==> src/htc_pkg.sv <==
// Shared types, constants and helpers for the HTML text cleaner.
package htc_pkg;

  typedef enum logic [3:0] {
    PH_IDLE, PH_NAMED, PH_HASH, PH_START, PH_WS, PH_SIGN, PH_ZERO, PH_PREFIX, PH_DIGITS
  } ph_e;

  typedef enum logic [2:0] {
    BK_IDLE, BK_TAKE, BK_REPLAY, BK_ENC, BK_EOFCHK, BK_DRAIN
  } bk_st_e;

  typedef struct packed {
    logic       chv;
    logic [7:0] chr;
    logic       eof;
  } item_t;

  localparam int NUM_ENT = 5;
  localparam int MAX_RES = 32;
  localparam int RES_IW  = 5;
  localparam int RES_CW  = 6;

  localparam logic [7:0] CH_AMP   = 8'h26;
  localparam logic [7:0] CH_SEMI  = 8'h3B;
  localparam logic [7:0] CH_HASH  = 8'h23;
  localparam logic [7:0] CH_LT    = 8'h3C;
  localparam logic [7:0] CH_GT    = 8'h3E;
  localparam logic [7:0] CH_SP    = 8'h20;
  localparam logic [7:0] CH_PLUS  = 8'h2B;
  localparam logic [7:0] CH_MINUS = 8'h2D;
  localparam logic [7:0] CH_ZERO  = 8'h30;
  localparam logic [7:0] CH_X     = 8'h78;
  localparam logic [7:0] CH_XU    = 8'h58;

  localparam logic [7:0] UTF_CONT  = 8'h80;
  localparam logic [7:0] UTF_LEAD2 = 8'hC0;
  localparam logic [7:0] UTF_LEAD3 = 8'hE0;
  localparam logic [7:0] UTF_LEAD4 = 8'hF0;

  localparam logic [2:0] ENT_LEN [NUM_ENT] = '{3'd5, 3'd4, 3'd4, 3'd6, 3'd6};
  localparam logic [7:0] ENT_CODE[NUM_ENT] = '{8'h26, 8'h3C, 8'h3E, 8'h22, 8'h27};
  localparam logic [7:0] ENT_TEXT[NUM_ENT][6] = '{
    '{8'h26, 8'h61, 8'h6D, 8'h70, 8'h3B, 8'h00},
    '{8'h26, 8'h6C, 8'h74, 8'h3B, 8'h00, 8'h00},
    '{8'h26, 8'h67, 8'h74, 8'h3B, 8'h00, 8'h00},
    '{8'h26, 8'h71, 8'h75, 8'h6F, 8'h74, 8'h3B},
    '{8'h26, 8'h61, 8'h70, 8'h6F, 8'h73, 8'h3B}
  };

  function automatic logic is_ws(input logic [7:0] b);
    return (b == 8'h20) || (b == 8'h09) || (b == 8'h0A) || (b == 8'h0D) ||
           (b == 8'h0C) || (b == 8'h0B);
  endfunction

endpackage

==> src/html_text_cleaner.sv <==
// Top level of the HTML text cleaner: tag stripper, item queue and decoder back end.
// A byte passes the back end through the take, end check and drain states, and its result beats
//   wait in drain for the sink; a bare end mark skips take. A decoded entity is sent one UTF-8 byte
//   at a time from the encode state, and a failed entity replays its buffered bytes. The back end
//   takes no new item until it is back in idle. The two-entry queue decouples the input.
// Reset is asynchronous, active low; it clears all control state, no clearing pass.
module html_text_cleaner #(
  parameter int PENDING_DEPTH = 24
) (
  input  logic        clk_i,
  input  logic        rst_ni,
  input  logic        cfg_we_i,
  input  logic [15:0] cfg_wdata_i,      // out_buffer_size
  input  logic        s_axis_tvalid_i,
  output logic        s_axis_tready_o,
  input  logic [7:0]  s_axis_tdata_i,   // [7:0] raw_byte
  input  logic        s_axis_tlast_i,   // end_of_fragment
  output logic        m_axis_tvalid_o,
  input  logic        m_axis_tready_i,
  output logic [7:0]  m_axis_tdata_o,   // [7:0] out_byte
  output logic [1:0]  m_axis_tuser_o,   // [0] byte_valid, [1] truncated
  output logic        m_axis_tlast_o    // end_of_result
);
  import htc_pkg::*;

  item_t f_item, q_item;
  logic  f_push, q_rdy, q_vld, q_pop;

  htc_front u_front (
    .clk_i          (clk_i),
    .rst_ni         (rst_ni),
    .s_axis_tvalid_i(s_axis_tvalid_i),
    .s_axis_tready_o(s_axis_tready_o),
    .s_axis_tdata_i (s_axis_tdata_i),
    .s_axis_tlast_i (s_axis_tlast_i),
    .push_o         (f_push),
    .item_o         (f_item),
    .push_ready_i   (q_rdy)
  );

  htc_queue u_queue (
    .clk_i       (clk_i),
    .rst_ni      (rst_ni),
    .push_i      (f_push),
    .item_i      (f_item),
    .push_ready_o(q_rdy),
    .pop_i       (q_pop),
    .item_o      (q_item),
    .pop_valid_o (q_vld)
  );

  htc_back #(.PENDING_DEPTH(PENDING_DEPTH)) u_back (
    .clk_i          (clk_i),
    .rst_ni         (rst_ni),
    .cfg_we_i       (cfg_we_i),
    .cfg_wdata_i    (cfg_wdata_i),
    .item_valid_i   (q_vld),
    .item_i         (q_item),
    .item_pop_o     (q_pop),
    .m_axis_tvalid_o(m_axis_tvalid_o),
    .m_axis_tready_i(m_axis_tready_i),
    .m_axis_tdata_o (m_axis_tdata_o),
    .m_axis_tuser_o (m_axis_tuser_o),
    .m_axis_tlast_o (m_axis_tlast_o)
  );

  // a bare marker only ever closes a fragment
  a_bare_is_last: assert property (@(posedge clk_i) disable iff (!rst_ni)
    m_axis_tvalid_o && !m_axis_tuser_o[0] |-> m_axis_tlast_o)
    else $error("bare beat without tlast");

  a_bare_is_zero: assert property (@(posedge clk_i) disable iff (!rst_ni)
    m_axis_tvalid_o && !m_axis_tuser_o[0] |-> m_axis_tdata_o == 8'h00)
    else $error("bare beat carries data");

  a_trunc_hold: assert property (@(posedge clk_i) disable iff (!rst_ni)
    m_axis_tvalid_o && m_axis_tready_i && !m_axis_tlast_o && m_axis_tuser_o[1]
    |=> !m_axis_tvalid_o || m_axis_tuser_o[1])
    else $error("truncated dropped within a fragment");

endmodule

==> src/htc_front.sv <==
// Front end: accepts input beats and strips markup tags.
module htc_front (
  input  logic                clk_i,
  input  logic                rst_ni,
  input  logic                s_axis_tvalid_i,
  output logic                s_axis_tready_o,
  input  logic [7:0]          s_axis_tdata_i,   // [7:0] raw_byte
  input  logic                s_axis_tlast_i,   // end_of_fragment
  output logic                push_o,
  output htc_pkg::item_t      item_o,
  input  logic                push_ready_i
);
  import htc_pkg::*;

  logic inside_q, inside_d;
  logic acc;

  assign s_axis_tready_o = push_ready_i;
  assign acc = s_axis_tvalid_i && push_ready_i;

  always_comb begin
    inside_d   = inside_q;
    item_o.chr = s_axis_tdata_i;
    item_o.eof = s_axis_tlast_i;
    item_o.chv = 1'b0;
    if (s_axis_tdata_i == CH_LT) begin
      item_o.chr = CH_SP;
      item_o.chv = 1'b1;
      inside_d   = 1'b1;
    end else if (s_axis_tdata_i == CH_GT) begin
      inside_d = 1'b0;
    end else begin
      item_o.chv = !inside_q;
    end
    if (s_axis_tlast_i) inside_d = 1'b0;
  end

  // beats with nothing left to do are dropped here
  assign push_o = acc && (item_o.chv || item_o.eof);

  always_ff @(posedge clk_i or negedge rst_ni) begin
    if (!rst_ni) begin
      inside_q <= 1'b0;
    end else if (acc) begin
      inside_q <= inside_d;
    end
  end

endmodule

==> src/htc_queue.sv <==
// Short item queue between front end and back end.
module htc_queue (
  input  logic           clk_i,
  input  logic           rst_ni,
  input  logic           push_i,
  input  htc_pkg::item_t item_i,
  output logic           push_ready_o,
  input  logic           pop_i,
  output htc_pkg::item_t item_o,
  output logic           pop_valid_o
);
  import htc_pkg::*;

  item_t       mem_q [2];
  logic        wp_q, rp_q;
  logic [1:0]  cnt_q;
  logic        do_push, do_pop;

  assign push_ready_o = (cnt_q != 2'd2);
  assign pop_valid_o  = (cnt_q != 2'd0);
  assign item_o       = mem_q[rp_q];
  assign do_push      = push_i && push_ready_o;
  assign do_pop       = pop_i && pop_valid_o;

  always_ff @(posedge clk_i) begin
    if (do_push) mem_q[wp_q] <= item_i;
  end

  always_ff @(posedge clk_i or negedge rst_ni) begin
    if (!rst_ni) begin
      wp_q  <= 1'b0;
      rp_q  <= 1'b0;
      cnt_q <= 2'd0;
    end else begin
      if (do_push) wp_q <= !wp_q;
      if (do_pop)  rp_q <= !rp_q;
      cnt_q <= cnt_q + {1'b0, do_push} - {1'b0, do_pop};
    end
  end

endmodule

==> src/htc_back.sv <==
// Back end: entity decoding, UTF-8 encoding, whitespace collapsing and output.
module htc_back #(
  parameter int PENDING_DEPTH = 24
) (
  input  logic           clk_i,
  input  logic           rst_ni,
  input  logic           cfg_we_i,
  input  logic [15:0]    cfg_wdata_i,
  input  logic           item_valid_i,
  input  htc_pkg::item_t item_i,
  output logic           item_pop_o,
  output logic           m_axis_tvalid_o,
  input  logic           m_axis_tready_i,
  output logic [7:0]     m_axis_tdata_o,   // [7:0] out_byte
  output logic [1:0]     m_axis_tuser_o,   // [0] byte_valid, [1] truncated
  output logic           m_axis_tlast_o    // end_of_result
);
  import htc_pkg::*;

  localparam int DEPTH = (PENDING_DEPTH < 2) ? 2 : ((PENDING_DEPTH > 29) ? 29 : PENDING_DEPTH);
  localparam int LW    = $clog2(DEPTH + 1);
  localparam int IW    = $clog2(DEPTH);

  bk_st_e          st_q, st_d;
  logic [7:0]      sc_q, sc_d;
  logic            eof_q, eof_d;
  ph_e             ph_q, ph_d;
  logic [LW-1:0]   elen_q, elen_d;
  logic [7:0]      ebuf_q [DEPTH];
  logic [NUM_ENT-1:0] mask_q, mask_d;
  logic            hex_q, hex_d, neg_q, neg_d, sat_q, sat_d;
  logic [63:0]     val_q, val_d;
  logic [31:0]     cp_q, cp_d;
  logic [1:0]      enc_n_q, enc_n_d, enc_k_q, enc_k_d;
  logic [LW-1:0]   rp_idx_q, rp_idx_d, rp_n_q, rp_n_d;
  logic            ret_q, ret_d;
  logic            spc_q, spc_d, txt_q, txt_d, trunc_q, trunc_d;
  logic [15:0]     bw_q, bw_d, obs_q;
  logic [7:0]      rbuf_q [MAX_RES];
  logic [RES_CW-1:0] rcnt_q, rcnt_d;
  logic [RES_IW-1:0] didx_q, didx_d;

  // entity take decode
  ph_e             ph_eff, tk_next, nx;
  logic            tk_ok, tk_fin, tk_push, tk_neg, tk_acc, tk_hexset;
  logic [31:0]     tk_cp, num_cp;
  logic [NUM_ENT-1:0] mv;
  logic [2:0]      first;
  logic            full, d_ok, go, dig, dig2;
  logic [3:0]      d_val;
  logic [67:0]     prod, lim;
  logic            ovf;

  // writer
  logic            wr_en, cap_ok, wr_ws, wr_put;
  logic [7:0]      wr_b, enc_b;
  logic            ebuf_we;
  logic [IW-1:0]   ebuf_wa;
  logic [7:0]      ebuf_wd;
  logic [RES_CW-1:0] r1;
  logic            last_idx, drain_done;

  // digit value
  always_comb begin
    d_ok  = 1'b0;
    d_val = 4'd0;
    if (sc_q >= 8'h30 && sc_q <= 8'h39) begin
      d_ok  = 1'b1;
      d_val = sc_q[3:0];
    end else if (hex_q && ((sc_q >= 8'h61 && sc_q <= 8'h66) ||
                           (sc_q >= 8'h41 && sc_q <= 8'h46))) begin
      d_ok  = 1'b1;
      d_val = sc_q[3:0] + 4'd9;
    end
  end

  always_comb begin
    prod = hex_q ? {val_q, 4'b0} : (({4'b0, val_q} << 3) + ({4'b0, val_q} << 1));
    prod = prod + {64'b0, d_val};
    lim  = neg_q ? {4'b0, 1'b1, 63'b0} : {5'b0, {63{1'b1}}};
    ovf  = prod > lim;
    if (sat_q) num_cp = neg_q ? 32'h0 : 32'hFFFF_FFFF;
    else       num_cp = neg_q ? (32'h0 - val_q[31:0]) : val_q[31:0];
  end

  always_comb begin
    tk_ok     = 1'b0;
    tk_fin    = 1'b0;
    tk_cp     = 32'h0;
    tk_push   = 1'b0;
    tk_next   = ph_q;
    tk_neg    = 1'b0;
    tk_acc    = 1'b0;
    tk_hexset = 1'b0;
    mv        = '0;
    first     = 3'd0;
    go        = 1'b0;
    dig       = 1'b0;
    dig2      = 1'b0;
    nx        = ph_q;
    full      = elen_q >= LW'(DEPTH);
    ph_eff    = (ph_q == PH_HASH) ? PH_START : ph_q;
    for (int k = 0; k < NUM_ENT; k++) begin
      mv[k] = mask_q[k] && (elen_q < LW'(ENT_LEN[k])) &&
              (ENT_TEXT[k][elen_q[2:0]] == sc_q);
    end
    for (int k = NUM_ENT - 1; k >= 0; k--) begin
      if (mv[k]) first = 3'(k);
    end
    if (ph_q == PH_NAMED) begin
      if (elen_q == LW'(1) && sc_q == CH_HASH) begin
        tk_ok   = !full;
        tk_push = 1'b1;
        tk_next = PH_HASH;
      end else if (|mv) begin
        if (elen_q + LW'(1) == LW'(ENT_LEN[first])) begin
          tk_ok  = 1'b1;
          tk_fin = 1'b1;
          tk_cp  = {24'h0, ENT_CODE[first]};
        end else begin
          tk_ok   = !full;
          tk_push = 1'b1;
          tk_next = PH_NAMED;
        end
      end
    end else if (ph_q == PH_HASH && (sc_q == CH_X || sc_q == CH_XU)) begin
      tk_ok     = !full;
      tk_push   = 1'b1;
      tk_next   = PH_START;
      tk_hexset = 1'b1;
    end else if (sc_q == CH_SEMI) begin
      if (ph_eff == PH_START || ph_eff == PH_ZERO || ph_eff == PH_DIGITS) begin
        tk_ok  = 1'b1;
        tk_fin = 1'b1;
        tk_cp  = num_cp;
      end
    end else begin
      unique case (ph_eff)
        PH_START, PH_WS: begin
          if (is_ws(sc_q)) begin
            go = 1'b1;
            nx = PH_WS;
          end else if (sc_q == CH_PLUS || sc_q == CH_MINUS) begin
            go     = 1'b1;
            nx     = PH_SIGN;
            tk_neg = (sc_q == CH_MINUS);
          end else begin
            dig = 1'b1;
          end
        end
        PH_SIGN: dig = 1'b1;
        PH_ZERO: begin
          if (sc_q == CH_X || sc_q == CH_XU) begin
            go = 1'b1;
            nx = PH_PREFIX;
          end else begin
            dig2 = 1'b1;
          end
        end
        PH_PREFIX, PH_DIGITS: dig2 = 1'b1;
        default: ;
      endcase
      if (dig && d_ok) begin
        go = 1'b1;
        if (hex_q && sc_q == CH_ZERO) begin
          nx = PH_ZERO;
        end else begin
          nx     = PH_DIGITS;
          tk_acc = 1'b1;
        end
      end
      if (dig2 && d_ok) begin
        go     = 1'b1;
        nx     = PH_DIGITS;
        tk_acc = 1'b1;
      end
      if (go) begin
        tk_ok   = !full;
        tk_push = 1'b1;
        tk_next = nx;
      end
    end
  end

  // UTF-8 byte k of an (n+1)-byte sequence
  always_comb begin
    enc_b = cp_q[7:0];
    if (enc_k_q == 2'd0) begin
      unique case (enc_n_q)
        2'd0: enc_b = cp_q[7:0];
        2'd1: enc_b = UTF_LEAD2 | {3'b0, cp_q[10:6]};
        2'd2: enc_b = UTF_LEAD3 | {4'b0, cp_q[15:12]};
        2'd3: enc_b = UTF_LEAD4 | cp_q[25:18];
        default: ;
      endcase
    end else begin
      unique case (enc_n_q - enc_k_q)
        2'd1: enc_b = UTF_CONT | {2'b0, cp_q[11:6]};
        2'd2: enc_b = UTF_CONT | {2'b0, cp_q[17:12]};
        default: enc_b = UTF_CONT | {2'b0, cp_q[5:0]};
      endcase
    end
  end

  always_comb begin
    wr_en = 1'b0;
    wr_b  = sc_q;
    unique case (st_q)
      BK_TAKE:   wr_en = (ph_q == PH_IDLE) && (sc_q != CH_AMP);
      BK_REPLAY: begin
        wr_en = 1'b1;
        wr_b  = ebuf_q[rp_idx_q[IW-1:0]];
      end
      BK_ENC: begin
        wr_en = 1'b1;
        wr_b  = enc_b;
      end
      default: ;
    endcase
    cap_ok = ({1'b0, bw_q} + 17'd8) < {1'b0, obs_q};
    wr_ws  = is_ws(wr_b);
    wr_put = wr_en && cap_ok && !wr_ws;
  end

  assign r1         = rcnt_q + RES_CW'(1);
  assign last_idx   = ({1'b0, didx_q} == rcnt_q - RES_CW'(1));
  assign drain_done = (rcnt_q == '0) ? (!eof_q || m_axis_tready_i)
                                     : (m_axis_tready_i && last_idx);

  // next state
  always_comb begin
    st_d = st_q;
    unique case (st_q)
      BK_IDLE:   if (item_valid_i) st_d = item_i.chv ? BK_TAKE : BK_EOFCHK;
      BK_TAKE: begin
        if (ph_q != PH_IDLE) begin
          if (tk_ok) st_d = tk_fin ? BK_ENC : BK_EOFCHK;
          else       st_d = BK_REPLAY;
        end else begin
          st_d = BK_EOFCHK;
        end
      end
      BK_REPLAY: if (rp_idx_q == rp_n_q - LW'(1)) st_d = ret_q ? BK_TAKE : BK_DRAIN;
      BK_ENC:    if (enc_k_q == enc_n_q) st_d = BK_EOFCHK;
      BK_EOFCHK: st_d = (eof_q && ph_q != PH_IDLE) ? BK_REPLAY : BK_DRAIN;
      BK_DRAIN:  if (drain_done) st_d = BK_IDLE;
      default:   st_d = BK_IDLE;
    endcase
  end

  // datapath and outputs
  always_comb begin
    sc_d     = sc_q;
    eof_d    = eof_q;
    ph_d     = ph_q;
    elen_d   = elen_q;
    mask_d   = mask_q;
    hex_d    = hex_q;
    neg_d    = neg_q;
    sat_d    = sat_q;
    val_d    = val_q;
    cp_d     = cp_q;
    enc_n_d  = enc_n_q;
    enc_k_d  = enc_k_q;
    rp_idx_d = rp_idx_q;
    rp_n_d   = rp_n_q;
    ret_d    = ret_q;
    spc_d    = spc_q;
    txt_d    = txt_q;
    trunc_d  = trunc_q;
    bw_d     = bw_q;
    rcnt_d   = rcnt_q;
    didx_d   = didx_q;
    ebuf_we  = 1'b0;
    ebuf_wa  = elen_q[IW-1:0];
    ebuf_wd  = sc_q;

    if (wr_en) begin
      if (!cap_ok) begin
        if (!wr_ws) trunc_d = 1'b1;
      end else if (wr_ws) begin
        if (txt_q) spc_d = 1'b1;
      end else begin
        bw_d  = bw_q + (spc_q ? 16'd2 : 16'd1);
        spc_d = 1'b0;
        txt_d = 1'b1;
        if (spc_q) rcnt_d = (r1 >= RES_CW'(MAX_RES)) ? RES_CW'(MAX_RES) : r1 + RES_CW'(1);
        else       rcnt_d = (rcnt_q >= RES_CW'(MAX_RES)) ? RES_CW'(MAX_RES) : r1;
      end
    end

    unique case (st_q)
      BK_IDLE: begin
        if (item_valid_i) begin
          sc_d  = item_i.chr;
          eof_d = item_i.eof;
        end
      end
      BK_TAKE: begin
        if (ph_q != PH_IDLE) begin
          if (tk_ok && tk_fin) begin
            ph_d    = PH_IDLE;
            elen_d  = '0;
            val_d   = '0;
            sat_d   = 1'b0;
            neg_d   = 1'b0;
            hex_d   = 1'b0;
            cp_d    = tk_cp;
            enc_k_d = 2'd0;
            if (tk_cp < 32'h80)         enc_n_d = 2'd0;
            else if (tk_cp < 32'h800)   enc_n_d = 2'd1;
            else if (tk_cp < 32'h10000) enc_n_d = 2'd2;
            else                        enc_n_d = 2'd3;
          end else if (tk_ok) begin
            ebuf_we = tk_push;
            elen_d  = elen_q + LW'(1);
            ph_d    = tk_next;
            mask_d  = mv;
            if (tk_hexset) hex_d = 1'b1;
            if (tk_neg) neg_d = 1'b1;
            if (tk_acc && !sat_q) begin
              if (ovf) sat_d = 1'b1;
              else     val_d = prod[63:0];
            end
          end else begin
            rp_n_d   = elen_q;
            rp_idx_d = '0;
            ret_d    = 1'b1;
            ph_d     = PH_IDLE;
            elen_d   = '0;
            val_d    = '0;
            sat_d    = 1'b0;
            neg_d    = 1'b0;
            hex_d    = 1'b0;
          end
        end else if (sc_q == CH_AMP) begin
          ebuf_we = 1'b1;
          ebuf_wa = '0;
          ebuf_wd = CH_AMP;
          elen_d  = LW'(1);
          ph_d    = PH_NAMED;
          mask_d  = '1;
        end
      end
      BK_REPLAY: rp_idx_d = rp_idx_q + LW'(1);
      BK_ENC:    enc_k_d = enc_k_q + 2'd1;
      BK_EOFCHK: begin
        if (eof_q && ph_q != PH_IDLE) begin
          rp_n_d   = elen_q;
          rp_idx_d = '0;
          ret_d    = 1'b0;
          ph_d     = PH_IDLE;
          elen_d   = '0;
          val_d    = '0;
          sat_d    = 1'b0;
          neg_d    = 1'b0;
          hex_d    = 1'b0;
        end
      end
      BK_DRAIN: begin
        if (m_axis_tready_i) didx_d = didx_q + RES_IW'(1);
        if (drain_done) begin
          rcnt_d = '0;
          didx_d = '0;
          if (eof_q) begin
            spc_d   = 1'b0;
            txt_d   = 1'b0;
            trunc_d = 1'b0;
            bw_d    = '0;
          end
        end
      end
      default: ;
    endcase

    item_pop_o      = (st_q == BK_IDLE);
    m_axis_tvalid_o = (st_q == BK_DRAIN) && ((rcnt_q != '0) || eof_q);
    m_axis_tdata_o  = (rcnt_q != '0) ? rbuf_q[didx_q] : 8'h00;
    m_axis_tuser_o  = {trunc_q, (rcnt_q != '0)};
    m_axis_tlast_o  = eof_q && ((rcnt_q == '0) || last_idx);
  end

  always_ff @(posedge clk_i) begin
    if (ebuf_we) ebuf_q[ebuf_wa] <= ebuf_wd;
    if (wr_put) begin
      if (rcnt_q < RES_CW'(MAX_RES)) rbuf_q[rcnt_q[RES_IW-1:0]] <= spc_q ? CH_SP : wr_b;
      if (spc_q && r1 < RES_CW'(MAX_RES)) rbuf_q[r1[RES_IW-1:0]] <= wr_b;
    end
  end

  always_ff @(posedge clk_i or negedge rst_ni) begin
    if (!rst_ni) begin
      st_q     <= BK_IDLE;
      sc_q     <= '0;
      eof_q    <= 1'b0;
      ph_q     <= PH_IDLE;
      elen_q   <= '0;
      mask_q   <= '0;
      hex_q    <= 1'b0;
      neg_q    <= 1'b0;
      sat_q    <= 1'b0;
      val_q    <= '0;
      cp_q     <= '0;
      enc_n_q  <= '0;
      enc_k_q  <= '0;
      rp_idx_q <= '0;
      rp_n_q   <= '0;
      ret_q    <= 1'b0;
      spc_q    <= 1'b0;
      txt_q    <= 1'b0;
      trunc_q  <= 1'b0;
      bw_q     <= '0;
      obs_q    <= 16'd1024;
      rcnt_q   <= '0;
      didx_q   <= '0;
    end else begin
      st_q     <= st_d;
      sc_q     <= sc_d;
      eof_q    <= eof_d;
      ph_q     <= ph_d;
      elen_q   <= elen_d;
      mask_q   <= mask_d;
      hex_q    <= hex_d;
      neg_q    <= neg_d;
      sat_q    <= sat_d;
      val_q    <= val_d;
      cp_q     <= cp_d;
      enc_n_q  <= enc_n_d;
      enc_k_q  <= enc_k_d;
      rp_idx_q <= rp_idx_d;
      rp_n_q   <= rp_n_d;
      ret_q    <= ret_d;
      spc_q    <= spc_d;
      txt_q    <= txt_d;
      trunc_q  <= trunc_d;
      bw_q     <= bw_d;
      rcnt_q   <= rcnt_d;
      didx_q   <= didx_d;
      if (cfg_we_i) obs_q <= cfg_wdata_i;
    end
  end

endmodule

==> config.mk <==
export PLATFORM = sky130hd
export DESIGN_NAME = html_text_cleaner
export DESIGN_NICKNAME = d
export VERILOG_FILES = /design/src/htc_pkg.sv /design/src/html_text_cleaner.sv /design/src/htc_front.sv /design/src/htc_queue.sv /design/src/htc_back.sv
export SDC_FILE = /design/constraint.sdc
export NUM_CORES = 1
export LEC_CHECK = 0
export BUFFER_PORTS_ARGS = -buffer_cell sky130_fd_sc_hd__buf_4
export CORE_MARGIN = 4
export CORE_UTILIZATION = 55
export DETAILED_ROUTE_END_ITERATION = 8
export GPL_TIMING_DRIVEN = 0
export PLACE_DENSITY = 0.75
export SETUP_SLACK_MARGIN = 0.2
export SLEW_MARGIN = 20
export SYNTH_ARGS = -nofsm -noshare
export SYNTH_HDL_FRONTEND = slang
export SYNTH_SLANG_ARGS = --single-unit
==> constraint.sdc <==
create_clock -name clk_i -period 8.4 [get_ports clk_i]
set_input_delay 0.84 -clock clk_i [delete_from_list [all_inputs] [get_ports clk_i]]
set_output_delay 0.84 -clock clk_i [all_outputs]
set_load 0.005 [all_outputs]
# == Yosys cells after proc, flatten, opt, wreduce, memory -nomap -nowiden ==
# Memories as Yosys holds them, arrays and structs flattened.
# Cells that the tools add are included.
# word_totals
ff_bits,181
ram_bits,468
romBits,408
wordCells,491
n_memories,10
# mem_list
memory,depth,width,read_ports,rd_ports_with_merged_regs,write_ports,line_no,rtl
u_back.rbuf_q,32,8,1,0,2,htc_back.sv:39,logic [7:0] rbuf_q [MAX_RES];
u_back.ebuf_q,24,8,1,0,1,htc_back.sv:29,logic [7:0] ebuf_q [DEPTH];
(name not given),8,8,1,0,0,htc_back.sv:105,(ENT_TEXT[k][elen_q[2:0]] == sc_q);
(name not given),8,8,1,0,0,htc_back.sv:105,
(name not given),8,8,1,0,0,htc_back.sv:105,
(name not given),8,8,1,0,0,htc_back.sv:105,
+4 memories,n/a,n/a,n/a,n/a,n/a,n/a,
# op_classes
addsub,17
n_lt_le_gt_ge,21
n_eq_ne,76
mux,246
n_bitwise,2
n_reduce_logical,92
# op_table
op,n
two-way mux 64 bit,7
two-way mux 32 bit,9
two-way mux 8 bit,20
case mux 64 bit (2 select lines),1
two-way mux 1 bit,112
two-way mux 5 bit,21
two-way mux 16 bit,6
two-way mux 4 bit,21
equality test 8 x 4 -> 1 bit (second input constant),10
equality test 8 x 6 -> 1 bit (second input constant),10
adder 67 x 65 -> 68 bit,1
adder 68 x 4 -> 68 bit,1
> comparator 68 bit,1
two-way mux 68 bit,1
two-way mux 3 bit,17
two-way mux 6 bit,8
equality test 8 bit,5
logical AND 1 bit,33
less-than comparator 32 x 12 -> 1 bit (second input constant),1
less-than comparator 32 x 17 -> 1 bit (second input constant),1
less-than comparator 32 x 8 -> 1 bit (second input constant),1
case mux 8 bit (4 select lines),1
subtractor 1 x 32 -> 32 bit (first input constant),1
!= test 7 bit (second input constant),4
70 further kinds,161

# == Logic depth before layout (Yosys ltp) ==
# Gate-level depths: netlist of the first run.
# depth
word_depth,27
ltp_mapped,37
ltp_nobuf,32

# == Cells and area by module ==
# From an unflattened synthesis of the first run, not the netlist that was laid out.
# unflattened
hier_cells,3897
area_unflattened_um2,40566.4
# by_module_without_submodules
mod,instances,cells_each,area_per_inst_um2,seq_area_each_um2
htc_back,1,3822,39419.1,17858.4
htc_queue,1,53,952.2,700.7
htc_front,1,22,195.2,25.0

# == Worst setup path after synthesis of the first run ==
# OpenSTA, ideal clock, no wires.
# synth_timing
kind,reg2reg
start,register u_back.hex_q
end,register u_back.val_q[15]
setup_time_ns,0.128
arrival_time_ns,7.788
required_time_ns,8.272
path_slack_ns,0.483
stages_incl_launch_ff,36
path_buffers,12
period_less_slack_ns,7.917
path_cell_list,dfrtp_1 > buf_2 > buf_2 > clkbuf_1 > clkbuf_1 > buf_2 > buf_1 > clkbuf_1 > clkbuf_1 > buf_1 > nor2_1 > ha_1 > a21o_1 > a21oi_1 > nor3_1 > nand2b_1 > nand2b_1 > nor4_2 > nand4_1 > or3_1 > buf_2 > or3_1 > xnor2_1 > ha_1 > nand4_1 > or4_1 > or4_1 > o21ai_0 > a21oi_1 > o21ai_0 > nand2b_1 > mux2i_1 > and4_1 > buf_6 > buf_6 > o22ai_2
# synth_between
elab_chain_cells,17
elab_cells_between_ends,37
cone_classes,add/sub: 1; order compare: 1; eq/ne: 2; mux: 26; reduce/logical: 7
# synth_rtl
item,line_no,rtl
"start, declared",htc_back.sv:31,"logic hex_q, hex_d, neg_q, neg_d, sat_q, sat_d;"
"start signal, assigned",htc_back.sv:399,hex_q <= 1'b0;
"start signal, assigned",htc_back.sv:423,hex_q <= hex_d;
"parallel branches: the longest is 17 deep, another holds adder 68 x 4 -> 68 bit",n/a,
"end signal, assigned",htc_back.sv:426,val_q <= val_d;
"end, declared",htc_back.sv:32,"logic [63:0] val_q, val_d;"
# Parallel ways; which one is timed is not known. The select of a mux whose other input is x is not followed.
# A chain may end at the register's enable or synchronous reset.

==> results.cfg, run 1 <==
[routing]
drtIter0Drc = 3869
via_per_inst = 6.46
route.detailed.drc = 0
firstDrtPassIters = 6
vias = 32300
avgRoutedWirePerCell_um = 23.0
wirelength_mm = 115
postRouteAntennaNets = 0

[synth]
synth.avg_cell_area_um2 = 10.5
synthCells = 3852
yosysWarnings = 0
synth.net_count = 4064
ys_ff_latch = 649
syn_area_mm2 = 0.0405
synth_top_flop_cell = edfxtp_1
synth_edf_count = 468
synthArstFlopShare_pct = 27.9
ys_types = 109
yosysSeqAreaShare_pct = 45.9

[setup_path]
max_stage_delay_ns = 0.80
worstPathMaxFanout = 10
critPathSlowestCell = a21oi_1
crit_chain = clkbuf_1 > clkbuf_1 > buf_1 > mux4_2 > mux4_2 > mux2i_1 > mux2i_1 > a21oi_1 > a311oi_1 > o211ai_1 > nand4_1 > nor2_2 > nand2_1 > clkbuf_1 > nor3b_1 > a21oi_1 > mux2i_2
cp_common_cell = clkbuf_1
cp.required_ns = 8.62
start_kind = flop
critical_path_arrival_ns = 8.22
critical_path_class = reg2reg
endpoint_kind = flop

[clock_network]
cts.clk_slew.worst_paths_ns = 0.06
h-tree-depth = 3
clk_latency_ns = 0.63
numClockSinks = 649
cts_buffers = 71
ctsLongestPathBuffers = 3
cts-root-buf = clkbuf_16
cts_tree = yes

[timing]
max_freq_mhz = 125
finClkSkew_ns = 0.0363
fin_crit_sh_pct = 95.2
hold_viol_final = 0
tightest_slew_ns = 1.16
slew_headroom_pct = 23.0
min_period_ns = 8.00
fin_ws_ns = 0.401
slew_violations = 0
setup_violations = 0
rsz0062_at_grt = no

[die]
core_mm2 = 0.0730
io_pins = 43
initial_utilization_pct = 55.5
die_area_mm2 = 0.0781
die_w_um = 279
die_height_um = 279
rows = 99

[placement]
post-dp-hpwl_mm = 84.1
preCtsSetupSlack_ns = -3.29
io_buffers = 42
gp_congestion = 0.971

[global_routing]
grt_max_degree = 92
grt_usage_pct = 28.7
grt_pass1_wl_mm = 177
grt_pass1_vias = 30900
grt_overflow_total = 0
antenna_found_initial = 1

[run_status]
outcome = finished, final reports clean

[finish]
nets = 4206
fin_util_pct = 61.7
drive_above_1_share_pct = 14.0
fillers = 5816
diodes = 0
area_growth_pct = 11.2

[run]
maxCapViolations = 0

[pwr]
powerDensity_mw_per_mm2 = 155
vdd.ir_drop.worst_uv = 199
p_leak_nw = 15.9

[worst_hold_path]
hold_path_class = in2async
==> metal layers <==
layer | vias up | wire (µm) | global-route usage, %
li1 | 14700 | - | -
met1 | 15800 | 46000 | 39.3
met2 | 1622 | 55100 | 47.3
met3 | 284 | 9840 | 4.47
met4 | 0 | 4130 | 9.66
met5 | - | 0 | 0
==> cell type report <==
type,count,area (µm²),area share (%)
plain buffers,250,1210,2.69
clock buffers,80,1860,4.13
inverters,96,367,0.814
flip-flops and latches,649,18600,41.3
multi-input cells,2857,20700,46.0
clock inverters,49,494,1.10
repair buffers,69,583,1.29
well taps,959,1200,2.66
==> per-stage QoR <==
stage | instances | hold WS (ns) | power [mW] | setup TNS [ns] | cell area [µm²]
finish | 5009 | 0.129 | 6.99 | 0 | 45000
global route | 5009 | 0.140 | 7.18 | 0 | 45000
CTS | 5000 | 0.124 | 7.02 | 0 | 44800
detailed placement | 4860 | 0.469 | 3.89 | -208.50 | 42200
global placement | 4853 | 0.460 | 3.88 | -200.52 | 42000
floorplan | 3852 | 0.443 | 3.77 | 0 | 40500
==> state kept, by name, indices dropped and copies added (netlist names), 6 cells and up <==
signal / cells
u_back.cp_q: 22
u_back.sc_q: 8
u_back.ebuf_q: 192
u_back.obs_q: 16
u_back.bw_q: 16
u_back.rcnt_q: 6
u_back.rbuf_q: 256
u_queue.mem_q: 20
u_back.val_q: 64
==> cells in the mapped netlist, types with 34 or more instances <==
cell       instances  area, µm²
edfxtp_1         468      14100
a21o_1            57        428
xor2_1            62        543
nand4_1           73        457
a21oi_1          221       1110
buf_2             44        220
clkbuf_1         161        604
o22ai_1           34        213
o21ai_0          176        881
mux4_2           140       3150
inv_1             94        353
nand2b_1          73        457
nand2_1          356       1340
xnor2_1           99        867
o2bb2ai_2         59        886
dfrtp_1          180       4500
ha_1             179       2240
nand3_1           92        460
nor2b_1           43        269
mux2i_1           57        571
nor2_1           544       2040
nor3_1            79        395
==> cells by family (layout without fill, tap and decap cells) <==
family                   count (synthesis)  in the layout  share of synthesized area (%)
multiplexers                           221            221                           9.86
AO/OA/AOI/OAI                          847            847                           14.7
XOR/XNOR                               161            161                           3.48
buffers and inverters                  346            544                           3.63
adder cells (fa/ha/maj)                182            182                           5.68
flip-flops                             649            649                           45.9
AND/OR/NAND/NOR                       1446           1446                           16.7
==> placed cells by master (no fill, tap or decap), types with 27 or more instances in the layout <==
master	count
a21o_1	57
a21oi_1	220
a31oi_1	27
buf_2	41
buf_4	68
clkbuf_1	160
clkbuf_16	72
dfrtp_1	177
edfxtp_1	468
ha_1	179
inv_1	93
mux2i_1	54
mux4_2	140
nand2_1	354
nand2b_1	72
nand3_1	92
nand4_1	73
nor2_1	542
nor2b_1	43
nor3_1	72
o21ai_0	155
o21ai_1	43
o22ai_1	34
o2bb2ai_2	59
or3_1	27
xnor2_1	99
xor2_1	62
==> worst max-delay path: cells and delay by family, from the launching register on <==
family | cells | cell delay (ns)
flops | 1 | 0.44
compound gates | 4 | 1.80
buf+inv | 4 | 1.87
simple gates | 4 | 1.39
mux | 5 | 2.09
==> power by group <==
group	switching [mW]	internal (mW)
clock network	1.33	1.83
registers	0.0241	3.45
logic	0.220	0.136
==> final timing paths <==
kind | start | to | slack (ns) | cells past startpoint
setup / recovery | u_back.rp_idx_q[1] | u_back.rbuf_q[19][1] | 0.40 | 17
hold / removal | rst_ni | u_back.mask_q[4] | 0.13 | 1
setup reg to reg | u_back.rp_idx_q[1] | u_back.rbuf_q[19][1] | 0.40 | 17
hold reg to reg | u_back.cp_q[18] | u_back.cp_q[18] | 0.49 | 2
max in group asynchronous | rst_ni | u_back.obs_q[10] | 7.13 | 3
min in group clk_i | cfg_wdata_i[4] | u_back.obs_q[4] | 0.42 | 3
==> what timing repair did <==
item	4_1_cts	5_1_grt
gates cloned	0	0
setup endpoints to repair	65	65
hold buffers	0	0
resized for setup	36	46
setup buffers	11	9
pin swaps	7	16
Note: power is estimated with default switching activity, not from simulation.
==> run 2, diff against run 1 <==
--- a/config.mk
+++ b/config.mk
@@ -5,6 +5,7 @@
 export SDC_FILE = /design/constraint.sdc
 export NUM_CORES = 1
 export LEC_CHECK = 0
+export ABC_AREA = 1
 export BUFFER_PORTS_ARGS = -buffer_cell sky130_fd_sc_hd__buf_4
 export CORE_MARGIN = 4
 export CORE_UTILIZATION = 55
@@ -12,7 +13,6 @@
 export GPL_TIMING_DRIVEN = 0
 export PLACE_DENSITY = 0.75
 export SETUP_SLACK_MARGIN = 0.2
-export SLEW_MARGIN = 20
 export SYNTH_ARGS = -nofsm -noshare
 export SYNTH_HDL_FRONTEND = slang
 export SYNTH_SLANG_ARGS = --single-unit
==> results.cfg, run 2 <==
[setup_path]
r2r_cells = 43
reg2reg_slack_ns = 0.80
worstPathMaxFanout = 10
cp.depth = 43
cp_top_family = simple AND/OR/NAND/NOR gates
max_stage_delay_ns = 0.52
critical_path_arrival_ns = 8.12
crit_buf_inv = 3
r2r_start = u_back.sc_q[0]
endpoint_kind = flop
cp.required_ns = 8.92
cp_common_cell = nand2_1
start_kind = flop
crit_start = u_back.sc_q[0]
r2r_end = u_back.val_q[60]
critical_path_class = reg2reg
critPathSlowestCell = clkbuf_1
cp-endpoint = u_back.val_q[60]

[finish]
nets = 6131
final-seq-area_mm2 = 0.0186
area_growth_pct = 9.38
mostFrequentLayoutCell = nand2_1
multi_input_comb_area_mm2 = 0.0210
stdcell_area_mm2 = 0.0476
drive_above_1_share_pct = 6.93
largest_reg_flops = 256
mostFrequentLayoutCells = 1476 x nand2_1, 750 x nor2_1, 691 x inv_1
fillers = 7156

[synth]
synth_top_flop_cell = edfxtp_1
ys_types = 66
yosys-top-cells-count = 1476 x nand2_1, 751 x nor2_1, 691 x inv_1
ys_ff_latch = 649
yosys-top-cells-area = edfxtp_1 32%, nand2_1 13%, dfrtp_1 10%
yosysWarnings = 0
yosysSeqAreaShare_pct = 42.7
yosysTopAreaCell = edfxtp_1
yosysMostFrequentCell = nand2_1
synth_edf_count = 468
netlist.area_leader.share_pct = 32.3
synthArstFlopShare_pct = 27.9
synth.net_count = 6009
synth.avg_cell_area_um2 = 7.51
synthCells = 5797
syn_area_mm2 = 0.0435

[routing]
drtIter0Drc = 5180
avgRoutedWirePerCell_um = 22.4
route.detailed.drc = 2
firstDrtPassIters = 8
wirelength_mm = 158
postRouteAntennaNets = 0
via_per_inst = 5.95
vias = 41800

[placement]
io_buffers = 42
post-dp-hpwl_mm = 121
preCtsSetupSlack_ns = 0.730
place_area_mm2 = 0.0452
gp_congestion = 1.11

[pwr]
p_leak_nw = 21.0
p_int_mw = 8.24
pwr-share-seq_pct = 26.8
vdd.ir_drop.worst_uv = 216
p_switching_mw = 8.51
p_clk_share_pct = 18.9
p_comb_share_pct = 54.3
powerDensity_mw_per_mm2 = 352
switching_share_pct = 50.8

[run_status]
violations = design-rule violations
outcome = finished, violations left

[die]
rows = 102
die_w_um = 289
io_pins = 43
initial_utilization_pct = 55.8
core_mm2 = 0.0780
die_area_mm2 = 0.0837
die_height_um = 289

[timing]
finClkSkew_ns = 0.0558
holdWs_ns = 0.170
setup_violations = 0
min_period_ns = 7.60
hold_viol_final = 0
tightest_slew_ns = 1.44
slew_violations = 0
rsz0062_at_grt = no
fin_crit_sh_pct = 90.5
fin_setup_tns_ns = 0
max_freq_mhz = 132
fin_ws_ns = 0.800
slew_headroom_pct = 2.89

[global_routing]
grt_max_degree = 112
grt_overflow_total = 0
antenna_found_initial = 7
grt_pass1_vias = 38800
grt_usage_pct = 36.8
grt_pass1_wl_mm = 231

[clock_network]
numClockSinks = 649
postCtsSetupBuffers = 0
h-tree-depth = 3
cts_buffers = 73
clk_latency_ns = 0.68
cts-root-buf = clkbuf_16
ctsLongestPathBuffers = 3
cts.clk_slew.worst_paths_ns = 0.06
cts_tree = yes

[worst_hold_path]
hold_path_class = in2async

[run]
maxCapViolations = 0
## run 2: final cells by class
type,count,area share [%]
inverter,742,5.85
clock buffer,88,4.02
multi-input combinational,4165,44.2
clock inverter,46,0.912
timing repair buffer,47,0.833
sequential,649,39.1
buffer,241,2.40
antenna,6,0.0315
tap,1040,2.73
## run 2: metrics by stage
step	total power, mW	util, %	cells
global route	17.5	61.0	7023
finish	16.8	61.0	7024
CTS	16.4	61.0	7017
floorplan	9.93	-	5797
global placement	13.1	57.9	6879
detailed placement	13.2	58.0	6883
## run 2: power groups by stage
stage                     Sequential, mW  Clock (mW)  Combinational (mW)
after floorplan                     4.38           0                5.55
after global placement              4.55           0                8.52
after detailed placement            4.54           0                8.70
after CTS                           4.48        3.16                8.75
after global routing                4.51        3.30                9.73
final                               4.49        3.17                9.10
## run 2: what timing repair did
action,4_1_cts,5_1_grt
hold buffers,0,0
gates resized for setup,0,1
endpoints found under the setup margin,0,61
endpoints found under the hold margin,0,0
## run 2: metal layers
metal / GRT usage [%] / part of all wire [%] / vias up
met5: 0 / 0.11 / -
met4: 20.0 / 6.6 / 10
met3: 9.99 / 12 / 524
met2: 57.6 / 44 / 2521
met1: 46.6 / 38 / 19300
li1: - / - / 19500
## run 2: worst min path at each step
| stage | end | depth (start not counted) | slack [ns] | start |
|---|---|---|---|---|
| floorplan | u_back.cp_q[16] | 2 | 0.45 | u_back.cp_q[16] |
| global placement | u_back.cp_q[9] | 2 | 0.47 | u_back.cp_q[9] |
| detailed placement | u_back.cp_q[8] | 2 | 0.47 | u_back.cp_q[8] |
| CTS | u_back.obs_q[8] | 1 | 0.17 | rst_ni |
| global route | u_back.obs_q[5] | 1 | 0.20 | rst_ni |
| finish | u_back.obs_q[6] | 1 | 0.17 | rst_ni |
## run 2: cells by family (layout without fill, tap and decap cells)
logic type	count (synthesis)	in the layout	share of synthesized area, %
xor gates and xnor gates	103	103	2.07
DFF	649	649	42.7
AOI/OAI and AO/OA	986	986	12.8
muxes	2	2	0.0489
adders and majority gates	182	182	5.29
buffers and inverters	983	1164	9.02
and+or+nand+nor	2892	2892	28.1
other	0	6	0
## run 2: worst register-to-register path, delay by kind of cell, from the launching register on
family / cells / cell delay, ns
and+or+nand+nor: 29 / 3.54
AOI/OAI and AO/OA: 6 / 1.09
buffers and inverters: 3 / 1.10
DFF: 1 / 0.37
adders and majority gates: 4 / 1.11
xor gates and xnor gates: 1 / 0.30
